### config.mk
export PLATFORM = sky130hd
export DESIGN_NAME = command_frame_receiver
export DESIGN_NICKNAME = d
export VERILOG_FILES = /design/src/rtl/cfr_pkg.sv /design/src/rtl/cfr_cfg_regs.sv /design/src/rtl/cfr_parser.sv /design/src/rtl/command_frame_receiver.sv
export SDC_FILE = /design/constraint.sdc
export NUM_CORES = 1
export LEC_CHECK = 0
export BUFFER_PORTS_ARGS = -buffer_cell sky130_fd_sc_hd__clkbuf_2
export CAP_MARGIN = 10
export CORE_ASPECT_RATIO = 2
export CORE_UTILIZATION = 36
export DETAILED_ROUTE_END_ITERATION = 12
export HOLD_SLACK_MARGIN = 0.05
export SETUP_SLACK_MARGIN = 0.02
export SLEW_MARGIN = 10
export SYNTH_ARGS = -nofsm -noshare
export SYNTH_HDL_FRONTEND = slang
export SYNTH_SLANG_ARGS = --single-unit
export TNS_END_PERCENT = 5
### constraint.sdc
create_clock -name clk_i -period 3 [get_ports clk_i]
set_input_delay 0.6 -clock clk_i [delete_from_list [all_inputs] [get_ports clk_i]]
set_output_delay 0.6 -clock clk_i [all_outputs]
set_load 0.01 [all_outputs]
### src/rtl/cfr_pkg.sv
// Shared types, codes and register reset values for the command frame receiver.
package cfr_pkg;

  // Parse phases; the unused encoding behaves as the header hunt
  typedef enum logic [2:0] {
    PH_HDR1    = 3'd0,
    PH_HDR2    = 3'd1,
    PH_ADDR    = 3'd2,
    PH_CMD     = 3'd3,
    PH_LEN     = 3'd4,
    PH_PAYLOAD = 3'd5,
    PH_CHECK   = 3'd6
  } phase_e;

  // Result status codes
  typedef enum logic [2:0] {
    ST_OK       = 3'd0,
    ST_HDR_ERR  = 3'd1,
    ST_ADDR_ERR = 3'd2,
    ST_CMD_ERR  = 3'd3,
    ST_SUM_ERR  = 3'd4,
    ST_DONE     = 3'd5
  } status_e;

  // Command kinds
  typedef enum logic [1:0] {
    CMD_NONE    = 2'd0,
    CMD_CONNECT = 2'd1,
    CMD_AUTO    = 2'd2,
    CMD_ONCE    = 2'd3
  } cmd_e;

  // Configuration register indexes
  typedef enum logic [2:0] {
    CFG_HEADER_FIRST  = 3'd0,
    CFG_HEADER_SECOND = 3'd1,
    CFG_NODE_ADDRESS  = 3'd2,
    CFG_CODE_CONNECT  = 3'd3,
    CFG_CODE_AUTO     = 3'd4,
    CFG_CODE_ONCE     = 3'd5
  } cfg_idx_e;

  localparam int unsigned CfgIdxW  = 3;
  localparam int unsigned CfgDataW = 8;

  localparam logic [7:0] HeaderFirstRst  = 8'h5A;
  localparam logic [7:0] HeaderSecondRst = 8'hA5;
  localparam logic [7:0] NodeAddressRst  = 8'hAA;
  localparam logic [7:0] CodeConnectRst  = 8'h01;
  localparam logic [7:0] CodeAutoRst     = 8'h02;
  localparam logic [7:0] CodeOnceRst     = 8'h03;

  // Configuration register contents
  typedef struct packed {
    logic [7:0] header_first;
    logic [7:0] header_second;
    logic [7:0] node_address;
    logic [7:0] code_connect;
    logic [7:0] code_auto;
    logic [7:0] code_once;
  } cfg_t;

  // Frame parse state
  typedef struct packed {
    phase_e     phase;
    logic [7:0] sum;
    logic [7:0] length;
    logic [7:0] count;
    cmd_e       cmd;
  } parse_state_t;

  // One result item
  typedef struct packed {
    status_e    status;
    logic       payload_valid;
    logic [7:0] payload_byte;
    logic [7:0] payload_index;
    cmd_e       command_kind;
    logic [7:0] payload_length;
  } result_t;

endpackage

### src/rtl/cfr_cfg_regs.sv
// Configuration register file for the command frame receiver.
module cfr_cfg_regs
  import cfr_pkg::*;
(
  input  logic                clk_i,
  input  logic                rst_ni,
  input  logic                cfg_we_i,
  input  logic [CfgIdxW-1:0]  cfg_index_i,
  input  logic [CfgDataW-1:0] cfg_data_i,
  output cfg_t                cfg_o
);

  cfg_t cfg_q, cfg_d;

  // Decode the write; indexes past the list are ignored
  always_comb begin
    cfg_d = cfg_q;
    if (cfg_we_i) begin
      case (cfg_idx_e'(cfg_index_i))
        CFG_HEADER_FIRST:  cfg_d.header_first  = cfg_data_i;
        CFG_HEADER_SECOND: cfg_d.header_second = cfg_data_i;
        CFG_NODE_ADDRESS:  cfg_d.node_address  = cfg_data_i;
        CFG_CODE_CONNECT:  cfg_d.code_connect  = cfg_data_i;
        CFG_CODE_AUTO:     cfg_d.code_auto     = cfg_data_i;
        CFG_CODE_ONCE:     cfg_d.code_once     = cfg_data_i;
        default: ;
      endcase
    end
  end

  always_ff @(posedge clk_i or negedge rst_ni) begin
    if (!rst_ni) begin
      cfg_q.header_first  <= HeaderFirstRst;
      cfg_q.header_second <= HeaderSecondRst;
      cfg_q.node_address  <= NodeAddressRst;
      cfg_q.code_connect  <= CodeConnectRst;
      cfg_q.code_auto     <= CodeAutoRst;
      cfg_q.code_once     <= CodeOnceRst;
    end else begin
      cfg_q <= cfg_d;
    end
  end

  assign cfg_o = cfg_q;

endmodule

### src/rtl/cfr_parser.sv
// Frame parse state and the per-byte next-state and result logic.
module cfr_parser
  import cfr_pkg::*;
(
  input  logic       clk_i,
  input  logic       rst_ni,
  input  cfg_t       cfg_i,
  input  logic       step_i,
  input  logic [7:0] byte_i,
  output result_t    result_o
);

  parse_state_t st_q, st_d;
  result_t      res;
  logic [7:0]   sum_add;
  logic [7:0]   count_inc;
  cmd_e         cmd;
  logic         done;
  logic         clear;

  assign sum_add   = st_q.sum + byte_i;
  assign count_inc = st_q.count + 8'd1;

  // First matching code wins
  always_comb begin
    if (byte_i == cfg_i.code_connect) begin
      cmd = CMD_CONNECT;
    end else if (byte_i == cfg_i.code_auto) begin
      cmd = CMD_AUTO;
    end else if (byte_i == cfg_i.code_once) begin
      cmd = CMD_ONCE;
    end else begin
      cmd = CMD_NONE;
    end
  end

  // Next state and result for the byte at hand
  always_comb begin
    st_d                  = st_q;
    res.status            = ST_OK;
    res.payload_valid     = 1'b0;
    res.payload_byte      = 8'd0;
    res.payload_index     = 8'd0;
    res.command_kind      = CMD_NONE;
    res.payload_length    = 8'd0;
    done                  = 1'b0;
    clear                 = 1'b0;

    case (st_q.phase)
      PH_HDR2: begin
        if (byte_i == cfg_i.header_second) begin
          st_d.sum   = sum_add;
          st_d.phase = PH_ADDR;
        end else begin
          res.status = ST_HDR_ERR;
          clear      = 1'b1;
        end
      end
      PH_ADDR: begin
        if (byte_i == cfg_i.node_address) begin
          st_d.sum   = sum_add;
          st_d.phase = PH_CMD;
        end else begin
          res.status = ST_ADDR_ERR;
          clear      = 1'b1;
        end
      end
      PH_CMD: begin
        if (cmd != CMD_NONE) begin
          st_d.cmd   = cmd;
          st_d.sum   = sum_add;
          st_d.phase = PH_LEN;
        end else begin
          res.status = ST_CMD_ERR;
          clear      = 1'b1;
        end
      end
      PH_LEN: begin
        st_d.length = byte_i;
        st_d.count  = 8'd0;
        st_d.sum    = sum_add;
        st_d.phase  = (byte_i == 8'd0) ? PH_CHECK : PH_PAYLOAD;
      end
      PH_PAYLOAD: begin
        res.payload_valid = 1'b1;
        res.payload_byte  = byte_i;
        res.payload_index = st_q.count;
        st_d.sum          = sum_add;
        st_d.count        = count_inc;
        if (count_inc >= st_q.length) begin
          st_d.phase = PH_CHECK;
        end
      end
      PH_CHECK: begin
        if (byte_i == st_q.sum) begin
          res.status = ST_DONE;
          done       = 1'b1;
        end else begin
          res.status = ST_SUM_ERR;
          clear      = 1'b1;
        end
      end
      default: begin
        // header hunt
        if (byte_i == cfg_i.header_first) begin
          st_d.sum   = byte_i;
          st_d.phase = PH_HDR2;
        end else begin
          res.status = ST_HDR_ERR;
          clear      = 1'b1;
        end
      end
    endcase

    if (clear) begin
      st_d.phase  = PH_HDR1;
      st_d.sum    = 8'd0;
      st_d.length = 8'd0;
      st_d.count  = 8'd0;
      st_d.cmd    = CMD_NONE;
    end

    res.command_kind = st_d.cmd;
    if (done || st_d.phase == PH_PAYLOAD || st_d.phase == PH_CHECK) begin
      res.payload_length = st_d.length;
    end

    // completed frame: report it, then start over
    if (done) begin
      st_d.phase  = PH_HDR1;
      st_d.sum    = 8'd0;
      st_d.length = 8'd0;
      st_d.count  = 8'd0;
      st_d.cmd    = CMD_NONE;
    end
  end

  always_ff @(posedge clk_i or negedge rst_ni) begin
    if (!rst_ni) begin
      st_q.phase  <= PH_HDR1;
      st_q.sum    <= 8'd0;
      st_q.length <= 8'd0;
      st_q.count  <= 8'd0;
      st_q.cmd    <= CMD_NONE;
    end else if (step_i) begin
      st_q <= st_d;
    end
  end

  assign result_o = res;

endmodule

### src/rtl/command_frame_receiver.sv
// Command frame receiver: input byte register, frame parser and result register.
// A byte passes through the input register and then the result register before its result leaves.
// Throughput: one byte per cycle while the result side does not stall; the parser updates its state once per byte.
// Back-pressure on the result side stalls the input register only when both stages are full.
// Reset (rst_ni low, asynchronous): registers return to their reset values, parser hunts
// for the first header byte, and both pipeline stages are empty.
module command_frame_receiver
  import cfr_pkg::*;
(
  input  logic                clk_i,
  input  logic                rst_ni,
  input  logic                rx_valid_i,
  output logic                rx_ready_o,
  input  logic [7:0]          rx_byte_i,
  output logic                res_valid_o,
  input  logic                res_ready_i,
  output logic [2:0]          status_o,
  output logic                payload_valid_o,
  output logic [7:0]          payload_byte_o,
  output logic [7:0]          payload_index_o,
  output logic [1:0]          command_kind_o,
  output logic [7:0]          payload_length_o,
  input  logic                cfg_we_i,
  input  logic [CfgIdxW-1:0]  cfg_index_i,
  input  logic [CfgDataW-1:0] cfg_data_i
);

  cfg_t       cfg;
  result_t    result;
  result_t    res_q;
  logic       res_valid_q;
  logic       in_valid_q;
  logic [7:0] in_byte_q;
  logic       out_free;
  logic       advance;

  cfr_cfg_regs u_cfg (
    .clk_i       (clk_i),
    .rst_ni      (rst_ni),
    .cfg_we_i    (cfg_we_i),
    .cfg_index_i (cfg_index_i),
    .cfg_data_i  (cfg_data_i),
    .cfg_o       (cfg)
  );

  // Pipeline flow control
  assign out_free   = !res_valid_q || res_ready_i;
  assign advance    = in_valid_q && out_free;
  assign rx_ready_o = !in_valid_q || advance;

  // Input byte register
  always_ff @(posedge clk_i or negedge rst_ni) begin
    if (!rst_ni) begin
      in_valid_q <= 1'b0;
    end else if (rx_ready_o) begin
      in_valid_q <= rx_valid_i;
    end
  end

  always_ff @(posedge clk_i) begin
    if (rx_valid_i && rx_ready_o) begin
      in_byte_q <= rx_byte_i;
    end
  end

  cfr_parser u_parser (
    .clk_i    (clk_i),
    .rst_ni   (rst_ni),
    .cfg_i    (cfg),
    .step_i   (advance),
    .byte_i   (in_byte_q),
    .result_o (result)
  );

  // Result register
  always_ff @(posedge clk_i or negedge rst_ni) begin
    if (!rst_ni) begin
      res_valid_q <= 1'b0;
    end else if (out_free) begin
      res_valid_q <= in_valid_q;
    end
  end

  always_ff @(posedge clk_i) begin
    if (advance) begin
      res_q <= result;
    end
  end

  assign res_valid_o      = res_valid_q;
  assign status_o         = res_q.status;
  assign payload_valid_o  = res_q.payload_valid;
  assign payload_byte_o   = res_q.payload_byte;
  assign payload_index_o  = res_q.payload_index;
  assign command_kind_o   = res_q.command_kind;
  assign payload_length_o = res_q.payload_length;

endmodule
==> results.cfg, run 1 <==
[die]
die_h_um = 184.9
rows = 66
die_area_um2 = 17270
ios = 56
core-area_um2 = 16270
initial_utilization_pct = 37.00
die-width_um = 93.44

[logic_synthesis]
synth.area.top_cells = dfrtp_1 (26%), edfxtp_1 (19%), mux2_2 (9.2%), dfstp_2 (7.0%), xor2_1 (5.2%)
yosys_warnings = 0
synth-main-ff-cell = dfrtp_1
yosys.area.top_type = dfrtp_1
syn-num-nets = 539
synth_edf_count = 38
yosysTopAreaCellShare_pct = 26.19
syn-instance-count = 498
avgSynthCellArea_um2 = 12.09
ys_ff_latch = 117
syn_area_um2 = 6020
async_flop_share_pct = 67.52
yosysUniqueCellTypes = 59
yosysSeqAreaShare_pct = 52.13

[timing]
period_minus_slack_ns = 3.029
setup_viol = 5
skew_ns = 0.01367
slew_viol_final = 0
fmax_mhz = 330.2
holdWs_ns = 0.3231
worst_pin_slew_ns = 1.019
min_period_over_period_pct = 101.0
hold_viol = 0
fin_ws_ns = -0.02860
grt_setup_unrepaired = yes
slew_headroom_pct = 32.05

[power]
switchingPower_uw = 1495
p_total_uw = 5379
p_seq_share_pct = 38.3
p_sw_share_pct = 27.79
p_int_uw = 3884
combPwrFrac_pct = 21.7
p_clk_share_pct = 40.0
peakVddDrop_v = 0.0004294
p_leak_uw = 0.003312
powerDensity_nw_per_um2 = 698.7

[layout]
layout_commonest_cell = dfrtp_1
utilization_pct = 47.32
mostFrequentLayoutCells = dfrtp_1 (63), buf_4 (60), clkbuf_2 (54)
fin_nets = 656
diodes = 0
final_cells = 832
area_growth_pct = 27.89
drive_above_1_share_pct = 39.33

[setup_path]
worst_r2r_path_depth = 14
startpoint_type = flip-flop
path_max_fanout = 8
worstSetupEndpointType = flip-flop
cp.arrival_ns = 3.27
r2r-start = u_parser.st_q[2]
r2r_end = payload_length_o[5]
crit_type = flip-flop to flip-flop
r2r_slack_ns = -0.03
crit_required_ns = 3.24

[grt]
grt_pass1_vias = 4731
grt_util_all_layers_pct = 20.17
antenna_found_initial = 0
grt_first_pass_wirelength_um = 25130
overflow = 0
grt_max_degree = 80

[route]
routed_wl_um = 15980
drt_iter0_drc = 292
drtAntennaViolNets = 0
firstDrtPassIters = 4
wire_per_inst_um = 19.20
via_per_inst = 5.294
post-route-drc-count = 0
vias = 4405

[clock_network]
numCtsBuffers = 17
cts_tree = built
cts_root_buf = clkbuf_16
cts_buffer_depth = 2
htreeDepth = 4
numClockSinks = 117
clock_latency_ns = 0.42
clkTransAtPathRegs_ns = 0.05

[place]
dp_hpwl_um = 11840
port_buffers = 55
routabilityCongestion = 0.9255
place_inst = 793

[run_status]
outcome = complete, but fails checks
violations = setup timing

[flow_run]
drv_cap = 0

[hold_path]
hold_path.class = input port to async pin
cells in the mapped netlist (2+ instances only):
cell / instances
xnor2_1: 25
a31o_2: 2
o21ai_0: 3
a21oi_1: 16
ha_1: 16
nor4_1: 19
buf_4: 2
a211oi_1: 3
and2_1: 3
inv_1: 15
dfstp_2: 16
o31a_2: 2
a22o_1: 13
o41ai_1: 2
clkbuf_8: 2
nor2_1: 39
o31ai_1: 3
mux2_2: 49
nand2_1: 24
buf_6: 6
a31oi_1: 2
nand2b_1: 6
a31oi_2: 2
nor3b_1: 2
clkbuf_1: 8
nand4b_1: 2
nand4_1: 6
nand3_1: 8
nor3_1: 10
o22ai_1: 4
a221oi_1: 7
dfrtp_1: 63
edfxtp_1: 38
and3_1: 17
o21ai_1: 3
a2111oi_4: 2
xor2_1: 36
power groups by stage:
stage | logic [µW] | registers, µW | clock network, µW
after floorplan | 747 | 2050 | 0
after global placement | 1050 | 2080 | 0
after detailed placement | 1080 | 2090 | 0
after CTS | 1160 | 2060 | 2190
after global routing | 1270 | 2090 | 2250
final | 1170 | 2060 | 2150
routing by layer:
layer  vias up  routed length [µm]  GRT usage (%)
li1       2058                   -              -
met1      2175                5349          18.55
met2       125                8984          37.15
met3        47                 478          3.982
met4         0                1164          16.68
met5         -                   0              0
critical path: stages, from the launching register on:
cell and delay, ns:
dfrtp_1 0.39, ha_2 0.22, nand3_1 0.11, nor2_1 0.14
xor2_1 0.22, ha_1 0.27, nand2_1 0.12, nor3_2 0.07
a211oi_2 0.36, a2111oi_4 0.08, a2111oi_4 0.19, buf_4 0.19
xor2_4 0.07, buf_12 0.15, nor4_4 0.26
sequential cells by signal (all words and copies together), names as in the netlist:
register and flops:
in_valid_q 1, in_byte_q 8, u_parser.st_q 29, payload_length_o 8, res_valid_o 1, payload_index_o 8, u_cfg.cfg_o 48, command_kind_o 2
payload_valid_o 1, payload_byte_o 8, status_o 3
layout make-up:
cell class / instances / area, µm²
repair buffers: 118 / 800.8
clock inverters: 6 / 83.83
well taps: 204 / 255.2
flip-flops and latches: 117 / 3138
inverters: 15 / 56.30
fillers: 1459 / 8569
clock buffers: 26 / 553.0
multi-input cells: 346 / 2811
kinds of logic after synthesis:
logic type                 count (synthesis)  share of synthesized area, %
adders and majority gates                 17                         3.658
muxes                                     50                         9.333
xor gates and xnor gates                  62                         9.146
buffers and inverters                     35                         3.513
AOI/OAI and AO/OA                         73                         9.728
DFF                                      117                         52.13
and+or+nand+nor                          144                         12.49
worst max path at each step:
| stage | from | end | slack (ns) | cells after the start |
|---|---|---|---|---|
| finish | u_parser.st_q[2] | payload_length_o[5] | -0.03 | 14 |
| global route | u_parser.st_q[2] | payload_length_o[5] | -0.18 | 14 |
| CTS | u_parser.st_q[2] | payload_length_o[5] | 0.02 | 14 |
| detailed placement | u_parser.st_q[2] | payload_length_o[0] | -0.39 | 13 |
| global placement | u_parser.st_q[2] | payload_length_o[6] | -0.13 | 13 |
| floorplan | u_parser.st_q[2] | payload_length_o[0] | 0.04 | 12 |
through the flow:
step	setup slack, ns	TNS [ns]	cell area [µm²]
floorplan	0.04113	0	6020
global placement	-0.1341	-1.004	6855
detailed placement	-0.3943	-2.791	6855
CTS	0.02097	0	7679
global route	-0.1799	-1.248	7699
finish	-0.02860	-0.05190	7699
repair_timing:
action                                  in CTS  in global routing
endpoints found under the setup margin       8                  8
hold buffers                                 0                  0
pin swaps                                   12                  3
buffers inserted                             7                  1
gates resized for setup                     22                  2
No activity file was read; power rests on OpenSTA's default activity.
==> run 2, diff against run 1 <==
--- a/config.mk
+++ b/config.mk
@@ -11,6 +11,7 @@
 export CORE_UTILIZATION = 36
 export DETAILED_ROUTE_END_ITERATION = 12
 export HOLD_SLACK_MARGIN = 0.05
+export PLACE_DENSITY = 0.63
 export SETUP_SLACK_MARGIN = 0.02
 export SLEW_MARGIN = 10
 export SYNTH_ARGS = -nofsm -noshare
==> constraint.sdc (replaced) <==
create_clock -name clk_i -period 3 [get_ports clk_i]
set_input_delay 0.3 -clock clk_i [delete_from_list [all_inputs] [get_ports clk_i]]
set_output_delay 0.3 -clock clk_i [all_outputs]
set_load 0.01 [all_outputs]
==> results.cfg, run 2 (synthesized netlist as in run 1, its figures left out) <==
[run_status]
outcome = complete, but fails checks
violations = setup timing

[grt]
grt_util_all_layers_pct = 20.13
grt_first_pass_wirelength_um = 25310
grt_pass1_vias = 4823
antenna_found_initial = 0
overflow = 0
grt_max_degree = 80

[timing]
fmax_mhz = 320.1
min_period_over_period_pct = 104.1
fin_ws_ns = -0.1244
hold_viol = 0
grt_setup_unrepaired = yes
period_minus_slack_ns = 3.124
slew_viol_final = 0
worst_pin_slew_ns = 1.237
skew_ns = 0.01022
slew_headroom_pct = 17.54
setup_viol = 8

[setup_path]
path_buf_inv = 2
startpoint_type = flip-flop
slowest_stage = dfrtp_1
max_stage_delay_ns = 0.43
worstSetupEndpointType = flip-flop
path_max_fanout = 8
crit_type = flip-flop to flip-flop
cp-startpoint = u_parser.st_q[3]
r2r-start = u_parser.st_q[3]
path_cells = and3_4 -> nand3_4 -> buf_6 -> xnor2_2 -> ha_1 -> a21oi_2 -> o21ai_2 -> a211oi_2 -> a2111oi_4 -> a2111oi_4 -> xor2_2 -> buf_6 -> nor4_1
crit_family = compound AO/OA/AOI/OAI gates
cp.arrival_ns = 3.25
crit_required_ns = 3.13

[layout]
layout_commonest_cell = dfrtp_1
largest_reg_flops = 48
fin_area_um2 = 7694
area_growth_pct = 27.81
fillCellCount = 1485
mostFrequentLayoutCells = dfrtp_1 (62), clkbuf_2 (54), buf_4 (51)
fin_nets = 656
drive_above_1_share_pct = 39.17
diodes = 0

[clock_network]
cts_buffer_depth = 2
clock_latency_ns = 0.43
htreeDepth = 4
clkTransAtPathRegs_ns = 0.06
cts_tree = built
cts_root_buf = clkbuf_16
numClockSinks = 117
numCtsBuffers = 17

[route]
firstDrtPassIters = 4
drt_iter0_drc = 273
vias = 4462
routed_wl_um = 16000
via_per_inst = 5.363
drtAntennaViolNets = 0
wire_per_inst_um = 19.23
post-route-drc-count = 0

[die]
ios = 56
die-width_um = 93.44
core-area_um2 = 16270
initial_utilization_pct = 37.00
die_h_um = 184.9
rows = 66
die_area_um2 = 17270

[place]
dp_hpwl_um = 11740
placed_area_um2 = 6825
place_ws_ns = -0.3444
port_buffers = 55
routabilityCongestion = 0.9434

[hold_path]
hold_path.class = input port to async pin

[power]
peakVddDrop_v = 0.0003873
powerDensity_nw_per_um2 = 675.6
p_leak_uw = 0.003293

[flow_run]
drv_cap = 0
## run 2: through the flow
stage	std cells	util, %	hold WS (ns)	setup TNS, ns	power, µW
after floorplan	498	-	0.004409	0	2801
after global placement	789	41.96	0.4666	-0.5344	3120
after detailed placement	789	41.96	0.4784	-2.109	3173
after CTS	830	46.28	0.08275	0	5185
after global routing	832	47.29	0.1012	-1.600	5433
final	832	47.29	0.01231	-0.8887	5198
## run 2: layout make-up
| type | count | area [µm²] | area share [%] |
|---|---|---|---|
| clock buffer | 19 | 464.2 | 6.033 |
| clock inverter | 13 | 121.4 | 1.577 |
| inverter | 15 | 56.30 | 0.7318 |
| multi-input combinational | 346 | 2841 | 36.93 |
| sequential | 117 | 3139 | 40.80 |
| tap | 204 | 255.2 | 3.318 |
| timing repair buffer | 118 | 815.8 | 10.60 |
## run 2: worst register-to-register path, stage by stage (launching register included)
cell and delay (ns):
dfrtp_1 0.43, and3_4 0.22, nand3_4 0.09, buf_6 0.14, xnor2_2 0.12, ha_1 0.31
a21oi_2 0.18, o21ai_2 0.09, a211oi_2 0.31, a2111oi_4 0.07, a2111oi_4 0.41, xor2_2 0.18
buf_6 0.19, nor4_1 0.07
## run 2: worst paths after layout
| path | cells past startpoint | end | slack, ns |
|---|---|---|---|
| worst max-delay path | 13 | payload_length_o[4] | -0.12 |
| worst min register to register | 2 | u_parser.st_q[0] | 0.49 |
| max in group asynchronous | 1 | u_parser.st_q[4] | 2.19 |
| min in group clk_i | 2 | in_valid_q | 0.09 |
| worst min-delay path | 1 | res_valid_o | 0.01 |
| worst max register to register | 13 | payload_length_o[4] | -0.12 |
## run 2: repair_timing
item	4_1_cts	5_1_grt
resized for setup	7	25
setup endpoints to repair	8	12
gates cloned	0	0
endpoints found under the hold margin	8	0
buffers inserted	1	2
pin swaps	6	15
hold buffers	8	0
## run 2: power by group
part / switching (µW) / internal, µW / leakage, µW
Combinational: 621 / 531 / 0.00167
Clock: 775 / 1210 / 0.000286
Sequential: 149 / 1910 / 0.00134
## run 2: per-layer routing
layer | vias to the layer above | share of wire [%] | track usage, %
li1 | 2070 | - | -
met1 | 2206 | 32 | 17.52
met2 | 132 | 58 | 38.68
met3 | 54 | 3.4 | 4.885
met4 | 0 | 5.9 | 14.28
met5 | - | 0 | 0
